$ cat src/rtl/drt_pkg.sv
// Shared types, constants and helper functions of the damage rectangle tracker.
package drt_pkg;

   localparam int DEF_MAX_RECTS = 12;
   localparam int GROW_MARGIN   = 8;
   localparam int CANVAS_LIMIT  = 4096;

   localparam int RECT_W    = 16;
   localparam int POS_W     = 12;
   localparam int DIM_W     = 13;
   localparam int AREA_W    = 2 * DIM_W;
   localparam int OUTCOME_W = 3;
   localparam int SLOT_W    = 4;
   localparam int CSR_IDX_W = 1;

   localparam logic [DIM_W-1:0] CANVAS_WIDTH_RESET  = 13'd1920;
   localparam logic [DIM_W-1:0] CANVAS_HEIGHT_RESET = 13'd1080;

   localparam logic [CSR_IDX_W-1:0] CSR_CANVAS_WIDTH  = 1'd0;
   localparam logic [CSR_IDX_W-1:0] CSR_CANVAS_HEIGHT = 1'd1;

   localparam logic [OUTCOME_W-1:0] OUTCOME_DROPPED    = 3'd0;
   localparam logic [OUTCOME_W-1:0] OUTCOME_MERGED     = 3'd1;
   localparam logic [OUTCOME_W-1:0] OUTCOME_APPENDED   = 3'd2;
   localparam logic [OUTCOME_W-1:0] OUTCOME_FOLDED     = 3'd3;
   localparam logic [OUTCOME_W-1:0] OUTCOME_LISTED     = 3'd4;
   localparam logic [OUTCOME_W-1:0] OUTCOME_LIST_EMPTY = 3'd5;

   typedef struct packed {
      logic [POS_W-1:0] x;
      logic [POS_W-1:0] y;
      logic [DIM_W-1:0] w;
      logic [DIM_W-1:0] h;
   } box_type;

   typedef enum logic [3:0] {
      ST_IDLE,
      ST_DECODE,
      ST_DROP,
      ST_EMPTY,
      ST_NEAR_RD,
      ST_NEAR_CHK,
      ST_MERGE,
      ST_APPEND,
      ST_FOLD_RD,
      ST_FOLD_BOX,
      ST_FOLD_MUL_U,
      ST_FOLD_MUL_E,
      ST_FOLD_CMP,
      ST_FOLD_WR,
      ST_DRAIN_RD,
      ST_DRAIN_OUT
   } state_type;

   // Bounding box of two rectangles that both lie inside the canvas.
   function automatic box_type box_union(box_type a, box_type b);
      logic [DIM_W-1:0] a_x1;
      logic [DIM_W-1:0] b_x1;
      logic [DIM_W-1:0] a_y1;
      logic [DIM_W-1:0] b_y1;
      logic [DIM_W-1:0] x1;
      logic [DIM_W-1:0] y1;
      box_type          r;
      a_x1 = {1'b0, a.x} + a.w;
      b_x1 = {1'b0, b.x} + b.w;
      a_y1 = {1'b0, a.y} + a.h;
      b_y1 = {1'b0, b.y} + b.h;
      x1   = (a_x1 > b_x1) ? a_x1 : b_x1;
      y1   = (a_y1 > b_y1) ? a_y1 : b_y1;
      r.x  = (a.x < b.x) ? a.x : b.x;
      r.y  = (a.y < b.y) ? a.y : b.y;
      r.w  = x1 - {1'b0, r.x};
      r.h  = y1 - {1'b0, r.y};
      return r;
   endfunction

endpackage

$ cat src/rtl/drt_ram.sv
// Generic single write port, single read port RAM with registered read data.
module drt_ram #(
   parameter int WIDTH = 8,
   parameter int DEPTH = 16,
   localparam int ADDR_W = (DEPTH > 1) ? $clog2(DEPTH) : 1
) (
   input  logic              clock,
   input  logic              wr_en,
   input  logic [ADDR_W-1:0] wr_addr,
   input  logic [WIDTH-1:0]  wr_data,
   input  logic [ADDR_W-1:0] rd_addr,
   output logic [WIDTH-1:0]  rd_data
);

   logic [WIDTH-1:0] mem_ff [DEPTH];
   logic [WIDTH-1:0] rd_data_ff;

   always_ff @(posedge clock) begin
      if (wr_en) begin
         mem_ff[wr_addr] <= wr_data;
      end
      rd_data_ff <= mem_ff[rd_addr];
   end

   assign rd_data = rd_data_ff;

endmodule

$ cat src/rtl/damage_rect_tracker.sv
// Top level of the damage rectangle tracker: sequencer, clipping and list walker.
//
//   Channel  Direction  Word
//   req_     in         action, rect_x, rect_y, rect_w, rect_h
//   rsp_     out        outcome, slot, out_x, out_y, out_w, out_h, last
//   csr_     in         canvas_width (index 0), canvas_height (index 1)
//
// A drop or an empty drain answers straight after decode; a mark walks the list
// until an entry lies near it (merge) or the list ends (append, or a fold into a
// full list: read, union, two area products, compare for each entry); a drain
// emits each entry. One list RAM read port and one shared multiplier set this.
// Reset clears the list count and loads the canvas registers; no clearing pass.
// A stalled result holds the sequencer only where it must emit the next word.
module damage_rect_tracker #(
   parameter int MAX_RECTS = drt_pkg::DEF_MAX_RECTS
) (
   input  logic                                clock,
   input  logic                                reset,
   input  logic                                req_valid,
   output logic                                req_ready,
   input  logic                                req_action,
   input  logic signed [drt_pkg::RECT_W-1:0]   req_rect_x,
   input  logic signed [drt_pkg::RECT_W-1:0]   req_rect_y,
   input  logic signed [drt_pkg::RECT_W-1:0]   req_rect_w,
   input  logic signed [drt_pkg::RECT_W-1:0]   req_rect_h,
   output logic                                rsp_valid,
   input  logic                                rsp_ready,
   output logic [drt_pkg::OUTCOME_W-1:0]       rsp_outcome,
   output logic [drt_pkg::SLOT_W-1:0]          rsp_slot,
   output logic [drt_pkg::POS_W-1:0]           rsp_out_x,
   output logic [drt_pkg::POS_W-1:0]           rsp_out_y,
   output logic [drt_pkg::DIM_W-1:0]           rsp_out_w,
   output logic [drt_pkg::DIM_W-1:0]           rsp_out_h,
   output logic                                rsp_last,
   input  logic                                csr_wr_en,
   input  logic [drt_pkg::CSR_IDX_W-1:0]       csr_index,
   input  logic [drt_pkg::DIM_W-1:0]           csr_wdata
);

   localparam int ADDR_W = (MAX_RECTS > 1) ? $clog2(MAX_RECTS) : 1;
   localparam int CNT_W  = $clog2(MAX_RECTS + 1);
   localparam int BOX_W  = $bits(drt_pkg::box_type);
   localparam int DIM_W  = drt_pkg::DIM_W;
   localparam int AREA_W = drt_pkg::AREA_W;
   localparam int RECT_W = drt_pkg::RECT_W;

   localparam logic [CNT_W-1:0] CNT_FULL = CNT_W'(MAX_RECTS);
   localparam logic [CNT_W-1:0] IDX_LAST = CNT_W'(MAX_RECTS - 1);
   localparam logic [DIM_W-1:0] DIM_LIMIT = DIM_W'(drt_pkg::CANVAS_LIMIT);
   localparam logic [DIM_W:0]   MARGIN = (DIM_W + 1)'(drt_pkg::GROW_MARGIN);

   drt_pkg::state_type state_ff, state_in;

   logic [DIM_W-1:0]        canvas_w_ff, canvas_w_in;
   logic [DIM_W-1:0]        canvas_h_ff, canvas_h_in;
   logic [CNT_W-1:0]        count_ff, count_in;
   logic [CNT_W-1:0]        idx_ff, idx_in;
   logic                    act_ff, act_in;
   logic signed [RECT_W-1:0] rx_ff, rx_in;
   logic signed [RECT_W-1:0] ry_ff, ry_in;
   logic signed [RECT_W-1:0] rw_ff, rw_in;
   logic signed [RECT_W-1:0] rh_ff, rh_in;
   drt_pkg::box_type        t_ff, t_in;
   drt_pkg::box_type        e_ff, e_in;
   drt_pkg::box_type        u_ff, u_in;
   logic [AREA_W-1:0]       area_u_ff, area_u_in;
   logic [AREA_W-1:0]       area_e_ff, area_e_in;
   logic [AREA_W-1:0]       best_cost_ff, best_cost_in;
   logic [CNT_W-1:0]        best_idx_ff, best_idx_in;
   drt_pkg::box_type        best_box_ff, best_box_in;
   logic                    best_valid_ff, best_valid_in;

   logic                            rsp_valid_ff, rsp_valid_in;
   logic [drt_pkg::OUTCOME_W-1:0]   rsp_outcome_ff, rsp_outcome_in;
   logic [drt_pkg::SLOT_W-1:0]      rsp_slot_ff, rsp_slot_in;
   drt_pkg::box_type                rsp_box_ff, rsp_box_in;
   logic                            rsp_last_ff, rsp_last_in;

   // List RAM.
   logic                    ram_wr_en;
   logic [ADDR_W-1:0]       ram_wr_addr;
   drt_pkg::box_type        ram_wr_data;
   drt_pkg::box_type        ram_rd_data;

   // Datapath terms.
   logic                    out_free;
   logic                    list_full;
   logic                    idx_at_count;
   logic [DIM_W-1:0]        cw;
   logic [DIM_W-1:0]        ch;
   logic signed [RECT_W:0]  x_end, y_end, x_lo, y_lo, x_hi, y_hi, cw_s, ch_s;
   logic signed [RECT_W:0]  w_diff, h_diff;
   logic                    clip_empty;
   drt_pkg::box_type        clip_box;
   logic                    near;
   logic [DIM_W:0]          t_x1_grown, t_y1_grown, e_x1_grown, e_y1_grown;
   logic [DIM_W-1:0]        mul_a, mul_b;
   logic [AREA_W-1:0]       mul_p;
   logic [AREA_W-1:0]       cost;

   // Word emission.
   logic                            emit;
   logic [drt_pkg::OUTCOME_W-1:0]   emit_outcome;
   logic [CNT_W-1:0]                emit_slot;
   drt_pkg::box_type                emit_box;
   logic                            emit_last;

   drt_ram #(
      .WIDTH (BOX_W),
      .DEPTH (MAX_RECTS)
   ) u_list_ram (
      .clock   (clock),
      .wr_en   (ram_wr_en),
      .wr_addr (ram_wr_addr),
      .wr_data (ram_wr_data),
      .rd_addr (idx_ff[ADDR_W-1:0]),
      .rd_data (ram_rd_data)
   );

   assign req_ready   = (state_ff == drt_pkg::ST_IDLE);
   assign rsp_valid   = rsp_valid_ff;
   assign rsp_outcome = rsp_outcome_ff;
   assign rsp_slot    = rsp_slot_ff;
   assign rsp_out_x   = rsp_box_ff.x;
   assign rsp_out_y   = rsp_box_ff.y;
   assign rsp_out_w   = rsp_box_ff.w;
   assign rsp_out_h   = rsp_box_ff.h;
   assign rsp_last    = rsp_last_ff;

   assign out_free     = !rsp_valid_ff || rsp_ready;
   assign list_full    = (count_ff == CNT_FULL);
   assign idx_at_count = ((idx_ff + CNT_W'(1)) == count_ff);

   always_comb begin : datapath
      cw = (canvas_w_ff > DIM_LIMIT) ? DIM_LIMIT : canvas_w_ff;
      ch = (canvas_h_ff > DIM_LIMIT) ? DIM_LIMIT : canvas_h_ff;
      cw_s = $signed({4'b0, cw});
      ch_s = $signed({4'b0, ch});

      // Clip the latched mark to the canvas.
      x_end  = $signed({rx_ff[RECT_W-1], rx_ff}) + $signed({rw_ff[RECT_W-1], rw_ff});
      y_end  = $signed({ry_ff[RECT_W-1], ry_ff}) + $signed({rh_ff[RECT_W-1], rh_ff});
      x_lo   = rx_ff[RECT_W-1] ? '0 : $signed({1'b0, rx_ff});
      y_lo   = ry_ff[RECT_W-1] ? '0 : $signed({1'b0, ry_ff});
      x_hi   = (x_end > cw_s) ? cw_s : x_end;
      y_hi   = (y_end > ch_s) ? ch_s : y_end;
      w_diff = x_hi - x_lo;
      h_diff = y_hi - y_lo;
      clip_empty = (rw_ff <= 16'sd0) || (rh_ff <= 16'sd0) ||
                   (x_hi <= x_lo) || (y_hi <= y_lo);
      clip_box.x = x_lo[drt_pkg::POS_W-1:0];
      clip_box.y = y_lo[drt_pkg::POS_W-1:0];
      clip_box.w = w_diff[DIM_W-1:0];
      clip_box.h = h_diff[DIM_W-1:0];

      // The mark and the stored box are near when, with the far edges of both grown by
      // the margin, each edge of one lies before the far edge of the other on both axes.
      t_x1_grown = {2'b0, t_ff.x} + {1'b0, t_ff.w} + MARGIN;
      t_y1_grown = {2'b0, t_ff.y} + {1'b0, t_ff.h} + MARGIN;
      e_x1_grown = {2'b0, ram_rd_data.x} + {1'b0, ram_rd_data.w} + MARGIN;
      e_y1_grown = {2'b0, ram_rd_data.y} + {1'b0, ram_rd_data.h} + MARGIN;
      near = ({2'b0, ram_rd_data.x} < t_x1_grown) && ({2'b0, t_ff.x} < e_x1_grown) &&
             ({2'b0, ram_rd_data.y} < t_y1_grown) && ({2'b0, t_ff.y} < e_y1_grown);

      // One multiplier serves both area products of a fold step.
      mul_a = (state_ff == drt_pkg::ST_FOLD_MUL_U) ? u_ff.w : e_ff.w;
      mul_b = (state_ff == drt_pkg::ST_FOLD_MUL_U) ? u_ff.h : e_ff.h;
      mul_p = AREA_W'(mul_a) * AREA_W'(mul_b);
      cost  = area_u_ff - area_e_ff;
   end

   always_comb begin : next_state
      state_in = state_ff;
      unique case (state_ff)
         drt_pkg::ST_IDLE: begin
            if (req_valid) begin
               state_in = drt_pkg::ST_DECODE;
            end
         end
         drt_pkg::ST_DECODE: begin
            if (act_ff) begin
               state_in = (count_ff == '0) ? drt_pkg::ST_EMPTY : drt_pkg::ST_DRAIN_RD;
            end else if (clip_empty) begin
               state_in = drt_pkg::ST_DROP;
            end else if (count_ff == '0) begin
               state_in = drt_pkg::ST_APPEND;
            end else begin
               state_in = drt_pkg::ST_NEAR_RD;
            end
         end
         drt_pkg::ST_NEAR_RD: state_in = drt_pkg::ST_NEAR_CHK;
         drt_pkg::ST_NEAR_CHK: begin
            if (near) begin
               state_in = drt_pkg::ST_MERGE;
            end else if (idx_at_count) begin
               state_in = list_full ? drt_pkg::ST_FOLD_RD : drt_pkg::ST_APPEND;
            end else begin
               state_in = drt_pkg::ST_NEAR_RD;
            end
         end
         drt_pkg::ST_FOLD_RD:    state_in = drt_pkg::ST_FOLD_BOX;
         drt_pkg::ST_FOLD_BOX:   state_in = drt_pkg::ST_FOLD_MUL_U;
         drt_pkg::ST_FOLD_MUL_U: state_in = drt_pkg::ST_FOLD_MUL_E;
         drt_pkg::ST_FOLD_MUL_E: state_in = drt_pkg::ST_FOLD_CMP;
         drt_pkg::ST_FOLD_CMP: begin
            state_in = (idx_ff == IDX_LAST) ? drt_pkg::ST_FOLD_WR : drt_pkg::ST_FOLD_RD;
         end
         drt_pkg::ST_DRAIN_RD: state_in = drt_pkg::ST_DRAIN_OUT;
         drt_pkg::ST_DRAIN_OUT: begin
            if (out_free) begin
               state_in = idx_at_count ? drt_pkg::ST_IDLE : drt_pkg::ST_DRAIN_RD;
            end
         end
         drt_pkg::ST_DROP, drt_pkg::ST_EMPTY, drt_pkg::ST_MERGE,
         drt_pkg::ST_APPEND, drt_pkg::ST_FOLD_WR: begin
            if (out_free) begin
               state_in = drt_pkg::ST_IDLE;
            end
         end
      endcase
   end

   always_comb begin : outputs
      canvas_w_in   = canvas_w_ff;
      canvas_h_in   = canvas_h_ff;
      count_in      = count_ff;
      idx_in        = idx_ff;
      act_in        = act_ff;
      rx_in         = rx_ff;
      ry_in         = ry_ff;
      rw_in         = rw_ff;
      rh_in         = rh_ff;
      t_in          = t_ff;
      e_in          = e_ff;
      u_in          = u_ff;
      area_u_in     = area_u_ff;
      area_e_in     = area_e_ff;
      best_cost_in  = best_cost_ff;
      best_idx_in   = best_idx_ff;
      best_box_in   = best_box_ff;
      best_valid_in = best_valid_ff;
      ram_wr_en     = 1'b0;
      ram_wr_addr   = idx_ff[ADDR_W-1:0];
      ram_wr_data   = t_ff;
      emit          = 1'b0;
      emit_outcome  = drt_pkg::OUTCOME_DROPPED;
      emit_slot     = '0;
      emit_box      = '0;
      emit_last     = 1'b1;

      if (csr_wr_en) begin
         unique case (csr_index)
            drt_pkg::CSR_CANVAS_WIDTH:  canvas_w_in = csr_wdata;
            drt_pkg::CSR_CANVAS_HEIGHT: canvas_h_in = csr_wdata;
         endcase
      end

      unique case (state_ff)
         drt_pkg::ST_IDLE: begin
            if (req_valid) begin
               act_in = req_action;
               rx_in  = req_rect_x;
               ry_in  = req_rect_y;
               rw_in  = req_rect_w;
               rh_in  = req_rect_h;
            end
         end
         drt_pkg::ST_DECODE: begin
            t_in          = clip_box;
            idx_in        = '0;
            best_valid_in = 1'b0;
         end
         drt_pkg::ST_DROP: begin
            emit = out_free;
         end
         drt_pkg::ST_EMPTY: begin
            emit         = out_free;
            emit_outcome = drt_pkg::OUTCOME_LIST_EMPTY;
         end
         drt_pkg::ST_NEAR_RD: begin
         end
         drt_pkg::ST_NEAR_CHK: begin
            if (!near) begin
               idx_in = (idx_at_count && list_full) ? '0 : idx_ff + CNT_W'(1);
            end
         end
         drt_pkg::ST_MERGE: begin
            ram_wr_data  = drt_pkg::box_union(ram_rd_data, t_ff);
            ram_wr_en    = out_free;
            emit         = out_free;
            emit_outcome = drt_pkg::OUTCOME_MERGED;
            emit_slot    = idx_ff;
            emit_box     = ram_wr_data;
         end
         drt_pkg::ST_APPEND: begin
            ram_wr_addr  = count_ff[ADDR_W-1:0];
            ram_wr_en    = out_free;
            emit         = out_free;
            emit_outcome = drt_pkg::OUTCOME_APPENDED;
            emit_slot    = count_ff;
            emit_box     = t_ff;
            if (out_free) begin
               count_in = count_ff + CNT_W'(1);
            end
         end
         drt_pkg::ST_FOLD_RD: begin
         end
         drt_pkg::ST_FOLD_BOX: begin
            e_in = ram_rd_data;
            u_in = drt_pkg::box_union(ram_rd_data, t_ff);
         end
         drt_pkg::ST_FOLD_MUL_U: begin
            area_u_in = mul_p;
         end
         drt_pkg::ST_FOLD_MUL_E: begin
            area_e_in = mul_p;
         end
         drt_pkg::ST_FOLD_CMP: begin
            // Strict compare keeps the first entry among equal costs.
            if (!best_valid_ff || (cost < best_cost_ff)) begin
               best_valid_in = 1'b1;
               best_cost_in  = cost;
               best_idx_in   = idx_ff;
               best_box_in   = u_ff;
            end
            idx_in = idx_ff + CNT_W'(1);
         end
         drt_pkg::ST_FOLD_WR: begin
            ram_wr_addr  = best_idx_ff[ADDR_W-1:0];
            ram_wr_data  = best_box_ff;
            ram_wr_en    = out_free;
            emit         = out_free;
            emit_outcome = drt_pkg::OUTCOME_FOLDED;
            emit_slot    = best_idx_ff;
            emit_box     = best_box_ff;
         end
         drt_pkg::ST_DRAIN_RD: begin
         end
         drt_pkg::ST_DRAIN_OUT: begin
            emit         = out_free;
            emit_outcome = drt_pkg::OUTCOME_LISTED;
            emit_slot    = idx_ff;
            emit_box     = ram_rd_data;
            emit_last    = idx_at_count;
            if (out_free) begin
               if (idx_at_count) begin
                  count_in = '0;
               end else begin
                  idx_in = idx_ff + CNT_W'(1);
               end
            end
         end
      endcase

      rsp_valid_in   = rsp_valid_ff && !rsp_ready;
      rsp_outcome_in = rsp_outcome_ff;
      rsp_slot_in    = rsp_slot_ff;
      rsp_box_in     = rsp_box_ff;
      rsp_last_in    = rsp_last_ff;
      if (emit) begin
         rsp_valid_in   = 1'b1;
         rsp_outcome_in = emit_outcome;
         rsp_slot_in    = drt_pkg::SLOT_W'(emit_slot);
         rsp_box_in     = emit_box;
         rsp_last_in    = emit_last;
      end
   end

   always_ff @(posedge clock) begin
      if (reset) begin
         state_ff     <= drt_pkg::ST_IDLE;
         canvas_w_ff  <= drt_pkg::CANVAS_WIDTH_RESET;
         canvas_h_ff  <= drt_pkg::CANVAS_HEIGHT_RESET;
         count_ff     <= '0;
         idx_ff       <= '0;
         rsp_valid_ff <= 1'b0;
      end else begin
         state_ff     <= state_in;
         canvas_w_ff  <= canvas_w_in;
         canvas_h_ff  <= canvas_h_in;
         count_ff     <= count_in;
         idx_ff       <= idx_in;
         rsp_valid_ff <= rsp_valid_in;
      end
   end

   always_ff @(posedge clock) begin
      act_ff         <= act_in;
      rx_ff          <= rx_in;
      ry_ff          <= ry_in;
      rw_ff          <= rw_in;
      rh_ff          <= rh_in;
      t_ff           <= t_in;
      e_ff           <= e_in;
      u_ff           <= u_in;
      area_u_ff      <= area_u_in;
      area_e_ff      <= area_e_in;
      best_cost_ff   <= best_cost_in;
      best_idx_ff    <= best_idx_in;
      best_box_ff    <= best_box_in;
      best_valid_ff  <= best_valid_in;
      rsp_outcome_ff <= rsp_outcome_in;
      rsp_slot_ff    <= rsp_slot_in;
      rsp_box_ff     <= rsp_box_in;
      rsp_last_ff    <= rsp_last_in;
   end

`ifndef SYNTHESIS
   a_count_bounded: assert property (@(posedge clock) disable iff (reset)
      count_ff <= CNT_FULL)
      else $error("list count exceeds the list depth");

   a_write_in_range: assert property (@(posedge clock) disable iff (reset)
      ram_wr_en |-> ({1'b0, ram_wr_addr} < (ADDR_W + 1)'(MAX_RECTS)))
      else $error("list write beyond the last entry");

   a_append_counts: assert property (@(posedge clock) disable iff (reset)
      (emit && (emit_outcome == drt_pkg::OUTCOME_APPENDED))
      |=> (count_ff == $past(count_ff) + CNT_W'(1)))
      else $error("append did not grow the list by one");

   a_fold_only_full: assert property (@(posedge clock) disable iff (reset)
      (rsp_valid && (rsp_outcome == drt_pkg::OUTCOME_FOLDED)) |-> list_full)
      else $error("fold reported while the list has room");

   a_drain_clears: assert property (@(posedge clock) disable iff (reset)
      (rsp_valid && rsp_ready && rsp_last && (rsp_outcome == drt_pkg::OUTCOME_LISTED))
      |-> (count_ff == '0))
      else $error("list not cleared after its last entry was read out");
`endif

endmodule
$ cat config.mk
export PLATFORM = sky130hd
export DESIGN_NAME = damage_rect_tracker
export DESIGN_NICKNAME = d
export VERILOG_FILES = /design/src/rtl/drt_pkg.sv /design/src/rtl/drt_ram.sv /design/src/rtl/damage_rect_tracker.sv
export SDC_FILE = /design/constraint.sdc
export NUM_CORES = 2
export LEC_CHECK = 0
export BUFFER_PORTS_ARGS = -buffer_cell sky130_fd_sc_hd__buf_4
export CAP_MARGIN = 15
export CORE_MARGIN = 2
export CORE_UTILIZATION = 50
export CTS_CLUSTER_SIZE = 10
export DETAILED_ROUTE_END_ITERATION = 10
export PLACE_DENSITY_LB_ADDON = 0.2
export SKIP_CTS_REPAIR_TIMING = 1
export SKIP_LAST_GASP = 1
export SLEW_MARGIN = 30
export SYNTH_ARGS = -nofsm -noshare
export SYNTH_HDL_FRONTEND = slang
export SYNTH_SLANG_ARGS = --single-unit
$ cat constraint.sdc
create_clock -name clock -period 14.15 [get_ports clock]
set_clock_uncertainty 0.1 [all_clocks]
set_input_delay 0.7075 -clock clock [delete_from_list [all_inputs] [get_ports clock]]
set_output_delay 0.7075 -clock clock [all_outputs]
set_load 0.1 [all_outputs]
# [Word level (Yosys, flattened, before mapping)]
# Memory sizes are Yosys's and may differ from the RTL's. A register that Yosys moved wholly into a read port is not among the register bits.
# Index checks and enable logic that the tools add are counted.
[totals] register_bits=421 ram_bits=600 inputBits=84 word_cells=180 memories=1
[memory_table] name="u_list_ram.mem_ff" depth=12 word_bits=50 rd=1 rd_ports_with_merged_regs=1 wr=1 line="drt_ram.sv:15" rtl="logic [WIDTH-1:0] mem_ff [DEPTH];"
[op_classes] add_sub_neg=21 n_mul=1 magnitude_cmp=17 eq_ne=26 mux=46 bitwise=1 reduce_logical=30
[ops] operator="50-bit case mux with 4 select lines" n=1
[ops] operator="50-bit case mux with 2 select lines" n=1
[ops] operator="13-bit 2-to-1 mux" n=6
[ops] operator="4-bit 2-to-1 mux" n=16
[ops] operator="12-bit by 13-bit adder with 14-bit output" n=4
[ops] operator="14-bit by 4-bit adder with 14-bit output (second input constant)" n=4
[ops] operator="12-bit by 14-bit < comparator with 1-bit output" n=4
[ops] operator="12-bit by 13-bit adder with 13-bit output" n=4
[ops] operator="4-bit case mux with 12 select lines" n=1
[ops] operator="4-bit == test (second input constant)" n=10
[ops] operator="16-bit by 16-bit adder with 17-bit output" n=2
[ops] operator="17-bit by 14-bit greater-than comparator with 1-bit output" n=2
[ops] operator="17-bit by 16-bit <= comparator with 1-bit output" n=2
[ops] operator="17-bit 2-to-1 mux" n=2
[ops] operator="16-bit by 1-bit <= comparator with 1-bit output (second input constant)" n=2
[ops] operator="15-bit 2-to-1 mux" n=2
[ops] operator="13-bit greater-than comparator" n=2
[ops] operator="13-bit greater-than comparator (second input constant)" n=2
[ops] operator="26-bit < comparator" n=1
[ops] operator="13-bit by 13-bit multiplier with 26-bit output" n=1
[ops] operator="13-bit by 12-bit subtractor with 13-bit output" n=2
[ops] operator="13-bit subtractor" n=2
[ops] operator="26-bit subtractor" n=1
[ops] operator="12-bit < comparator" n=2
[ops] operator="other kinds (29)" n=66

# [Depth between registers and ports, before layout]
[depth] word_depth=10 ltp_mapped=30 depth_no_buf=29

# [Modules after synthesis]
# A second synthesis with hierarchy kept.
[unflattened] cells_unflattened=4468 area_unflattened_um2=58486.1
[by_module_without_submodules] mod="damage_rect_tracker" n_inst=1 cells_each=3441 area_per_inst_um2=34978.5
[by_module_without_submodules] mod="drt_ram" n_inst=1 cells_each=1027 area_per_inst_um2=23507.5

# [Worst setup path before layout]
# No wires, ideal clock.
[synth_path] path_kind="register -> register" startpoint="reg area_u_ff[0]" endpoint="reg best_box_ff[0] (netlist name), enable pin" setup_time_ns=0.641 arrival_ns=9.084 t_required_ns=13.409 setup_slack_ns=4.325 stages_incl_launch_ff=20 period_less_slack_ns=9.825 path_cell_list="edfxtp_1 -> inv_1 -> ha_1 -> inv_1 -> fa_1 -> a21o_1 -> a21oi_1 -> o21bai_1 -> a211o_1 -> a21oi_1 -> xnor2_1 -> ha_1 -> a21o_1 -> a21o_1 -> a21o_1 -> a21oi_1 -> o211ai_1 -> a21oi_1 -> o21ai_0 -> a21boi_0"
[synth_between] elab_chain_len=4
[synth_rtl] item="start, declared" line="damage_rect_tracker.sv:66" rtl="logic [AREA_W-1:0] area_u_ff, area_u_in;"
[synth_rtl] item="start signal, assigned" line="damage_rect_tracker.sv:396" rtl="area_u_ff <= area_u_in;"
[synth_rtl] item="26-bit subtractor" line="damage_rect_tracker.sv:169" rtl="cost = area_u_ff - area_e_ff;"
[synth_rtl] item="via cost[12]" line="damage_rect_tracker.sv:99" rtl="logic [AREA_W-1:0] cost;"
[synth_rtl] item="26-bit < comparator" line="damage_rect_tracker.sv:320" rtl="if (!best_valid_ff || (cost < best_cost_ff)) begin"
[synth_rtl] item="1-bit logical OR" line="damage_rect_tracker.sv:320"
[synth_rtl] item="2-bit AND reduction (no line)"
[synth_rtl] item="end signal, assigned" line="damage_rect_tracker.sv:400" rtl="best_box_ff <= best_box_in;"
[synth_rtl] item="end, declared" line="damage_rect_tracker.sv:70" rtl="drt_pkg::box_type best_box_ff, best_box_in;"
# The timed path passes the listed nets, and every way through them passes these cells.
# A chain may end at the register's enable or synchronous reset.

# [Worst setup path after layout]
[layout_path] startpoint="reg state_ff[3]" endpoint="reg area_e_ff[25], data pin"
[layout_between] elab_chain_len=3
[layout_rtl] item="start, declared" line="damage_rect_tracker.sv:52" rtl="drt_pkg::state_type state_ff, state_in;"
[layout_rtl] item="start signal, assigned" line="damage_rect_tracker.sv:371" rtl="state_ff <= drt_pkg::ST_IDLE;"
[layout_rtl] item="start signal, assigned" line="damage_rect_tracker.sv:378" rtl="state_ff <= state_in;"
[layout_rtl] item="4-bit == test (*)" line="damage_rect_tracker.sv:166, damage_rect_tracker.sv:167"
[layout_rtl] item="13-bit 2-to-1 mux, on equally long branches" line="damage_rect_tracker.sv:166, damage_rect_tracker.sv:167"
[layout_rtl] item="13-bit by 13-bit multiplier with 26-bit output (*)" line="damage_rect_tracker.sv:168" rtl="mul_p = AREA_W'(mul_a) * AREA_W'(mul_b);"
[layout_rtl] item="via mul_p[25]" line="damage_rect_tracker.sv:98" rtl="logic [AREA_W-1:0] mul_p;"
[layout_rtl] item="end signal, assigned" line="damage_rect_tracker.sv:397" rtl="area_e_ff <= area_e_in;"
[layout_rtl] item="end, declared" line="damage_rect_tracker.sv:67" rtl="logic [AREA_W-1:0] area_e_ff, area_e_in;"
# The timed path passes the listed nets; every way through them passes the cells marked *.

==> flow_summary.ini <==
[global_route]
track_usage = 0.2548
grt_pass1_vias = 37109
grt_first_pass_wirelength_um = 228500
globalRouteOverflowTotal = 0
grt_start_max_net_pins = 112
antenna_violations_before_repair = 1

[final_layout]
final_core_util = 0.5649
flow.area_growth_from_synthesis_pct = 12.22
layout_common_cells = 982 x sky130_fd_sc_hd__edfxtp_1, 430 x sky130_fd_sc_hd__ha_1, 423 x sky130_fd_sc_hd__nand2_1, 392 x sky130_fd_sc_hd__inv_1, 238 x sky130_fd_sc_hd__nor2_1
fin_nets = 5337
fillers = 9326
layout_commonest_cell = sky130_fd_sc_hd__edfxtp_1
ratio_of_cells_with_drive_above_1_in_the_final_layout = 0.1311
seq_area_um2 = 31280
layout.cells.non_filler = 6276
multiInputGateArea_um2 = 25280

[worst_hold_path]
worst_hold_path_type = primary input to register

[synthesis]
synth.largest_area_cell = sky130_fd_sc_hd__edfxtp_1
synthesis.area_um2 = 58340
synth_flop_cell = sky130_fd_sc_hd__edfxtp_1
mappedNetlistNets = 5143
synth-warning-count = 0
ys_async_sr_fraction = 0
synth_seq_area_share = 0.5360
post_synth.cell_area_avg_um2 = 13.09
synth-edff-count = 982
synthesis.instances = 4457
ys_seq_elements = 1071
synthDistinctLibCells = 90
netlist_top_cells_area = sky130_fd_sc_hd__edfxtp_1 51%, sky130_fd_sc_hd__ha_1 9.2%, sky130_fd_sc_hd__fa_1 5.9%, sky130_fd_sc_hd__mux4_2 5.8%, sky130_fd_sc_hd__dfxtp_1 3.1%
yosysTopAreaCellShare = 0.5054

[routing]
drtPass1Iterations = 6
avgViaCountPerCell = 5.925
vias = 37186
routed_wire_length_per_instance_um = 24.26
route.final.wire_length_um = 152200
drc_errors = 0
dr.first_iter.drc_count = 3458
drtAntennaViolNets = 0

[placed_design]
detailed_place_hpwl_um = 105600
place_inst = 6041
replace_congestion = 0.9124
port_buffers = 143

[clock_tree]
clock_insertion_delay_at_the_later_pin_of_the_skew_report_ps = 750
cts.clk_slew.worst_paths_ps = 60
htree_levels = 4
cts-root-buf = sky130_fd_sc_hd__clkbuf_16
cts_tree = yes
total_cts_buffers = 130
number_of_buffers_on_the_longest_clock_path = 3
cts_sink_count = 1071

[timing]
final.period_utilization = 0.5365
max_freq_mhz = 131.7
hold_viol = 0
slew_violations = 0
setup_viol = 0
timing.slew.headroom = 0.3297
rsz0062_at_grt = false
final_period_minus_worst_setup_slack_ps = 7592
worst-slew-pin-transition_ps = 977.5
totalNegativeSetupSlack_ps = 0

[critical_path]
critPathMaxFanout = 73
end_kind = register
worstSetupPathType = register to register
critical_path_arrival_ps = 7980
worst_setup_path_start_kind = register
data_required_time_at_the_worst_endpoint_ps = 14530

[die]
ioPinCount = 144
coreArea_um2 = 115900
floorplan_die_height_um = 345.6
fp-row-count = 125
die_footprint_um2 = 119400
die_width_um = 345.6
initial_utilization = 0.5034

[job]
max_cap_violations = 0

[status]
outcome = finished clean

[power]
power.leakage_uw = 0.02511
totalPowerFinal_uw = 14520
pwr_cell_area_nw_per_um2 = 221.8
vdd_drop_max_mv = 0.1744
-- synth_stat cells, types with 26 or more instances --
library cell / count
sky130_fd_sc_hd__edfxtp_1: 982
sky130_fd_sc_hd__ha_1: 430
sky130_fd_sc_hd__nand2_1: 423
sky130_fd_sc_hd__inv_1: 394
sky130_fd_sc_hd__nor2_1: 259
sky130_fd_sc_hd__fa_1: 172
sky130_fd_sc_hd__o21ai_0: 167
sky130_fd_sc_hd__a21oi_1: 154
sky130_fd_sc_hd__mux4_2: 150
sky130_fd_sc_hd__xnor2_1: 122
sky130_fd_sc_hd__dfxtp_1: 89
sky130_fd_sc_hd__clkbuf_1: 85
sky130_fd_sc_hd__a21o_1: 83
sky130_fd_sc_hd__a31oi_1: 78
sky130_fd_sc_hd__xor2_1: 70
sky130_fd_sc_hd__mux2i_1: 59
sky130_fd_sc_hd__nor2b_1: 55
sky130_fd_sc_hd__nand2b_1: 54
sky130_fd_sc_hd__o21a_1: 41
sky130_fd_sc_hd__buf_1: 39
sky130_fd_sc_hd__mux2_2: 39
sky130_fd_sc_hd__nand3_1: 39
sky130_fd_sc_hd__nor3_1: 35
sky130_fd_sc_hd__a22oi_1: 33
sky130_fd_sc_hd__o21bai_1: 32
sky130_fd_sc_hd__a221o_1: 29
sky130_fd_sc_hd__nand4_1: 27
sky130_fd_sc_hd__a222oi_1: 26
-- final cells by class --
cell class	count	area share
Sequential cell	1071	0.4778
Multi-Input combinational cell	2860	0.3861
Clock buffer	212	0.05632
Tap cell	1524	0.02913
Timing Repair Buffer	192	0.02305
Inverter	396	0.02274
Clock inverter	20	0.004797
Antenna cell	1	0.00003822
-- through the flow --
stage	area [um^2]	setup WS, ps	hold WS (ps)
floorplan	58340	4325	300.3
global placement	61350	6445	301.9
detailed placement	61410	6500	304.5
CTS	65410	6488	-0.8185
global route	65470	5958	17.53
finish	65470	6558	40.21
-- critical path: stages (launching register included) --
cell and delay [ps]:
sky130_fd_sc_hd__dfxtp_1 790, sky130_fd_sc_hd__nand2_1 230, sky130_fd_sc_hd__nor2_4 160, sky130_fd_sc_hd__buf_6 580, sky130_fd_sc_hd__mux2i_1 800, sky130_fd_sc_hd__inv_1 210
sky130_fd_sc_hd__nand2_1 150, sky130_fd_sc_hd__fa_1 440, sky130_fd_sc_hd__fa_1 550, sky130_fd_sc_hd__inv_1 50, sky130_fd_sc_hd__fa_1 470, sky130_fd_sc_hd__inv_1 50
sky130_fd_sc_hd__fa_1 470, sky130_fd_sc_hd__inv_1 50, sky130_fd_sc_hd__fa_1 430, sky130_fd_sc_hd__ha_1 350, sky130_fd_sc_hd__a21o_1 200, sky130_fd_sc_hd__nor3_1 120
sky130_fd_sc_hd__o21ai_0 160, sky130_fd_sc_hd__nand3_1 150, sky130_fd_sc_hd__a21oi_1 90, sky130_fd_sc_hd__a2111o_1 410, sky130_fd_sc_hd__a21oi_1 200, sky130_fd_sc_hd__xor2_1 100
-- metal layers --
metal,GRT usage,routed length (um),vias to the layer above
met5,0,0,-
met4,0.06847,3485,0
met3,0.03464,10160,214
met2,0.4162,71740,1348
met1,0.3602,66850,18724
li1,-,-,16900
-- power breakdown --
group | leakage, uW | internal, uW | total, uW | switching (uW)
clock | 0.00192 | 1870 | 3140 | 1270
sequential | 0.00965 | 4230 | 4510 | 276
combinational | 0.0135 | 2680 | 6870 | 4180
total | 0.0251 | 8790 | 14500 | 5730
-- kinds of logic after synthesis --
| logic type | share of synthesized area |
|---|---|
| muxes | 0.07755 |
| xor gates and xnor gates | 0.02910 |
| buffers and inverters | 0.03431 |
| AOI/OAI and AO/OA | 0.09396 |
| adders and majority gates | 0.1512 |
| DFF | 0.5360 |
| and+or+nand+nor | 0.07785 |
-- registers in the layout, indices dropped and copies added (netlist names), 12 cells and up --
register,count
area_e_ff,26
area_u_ff,26
best_box_ff,50
best_cost_ff,26
canvas_h_ff,13
canvas_w_ff,13
e_ff,26
rh_ff,16
rsp_out_h,13
rsp_out_w,13
rsp_out_x,12
rsp_out_y,12
rw_ff,16
rx_ff,16
ry_ff,16
t_ff,50
u_ff,50
u_list_ram.mem_ff,600
u_list_ram.rd_data,50
-- worst paths after layout --
check	from	end	slack, ps	cells after the start
hold / removal	req_rect_y[15]	ry_ff[15]	40	1
hold reg to reg	u_ff[34]	best_box_ff[34]	290	0
setup / recovery	state_ff[3]	area_e_ff[25]	6560	23
setup reg to reg	state_ff[3]	area_e_ff[25]	6560	23
Power figures use the tool's default switching activity.
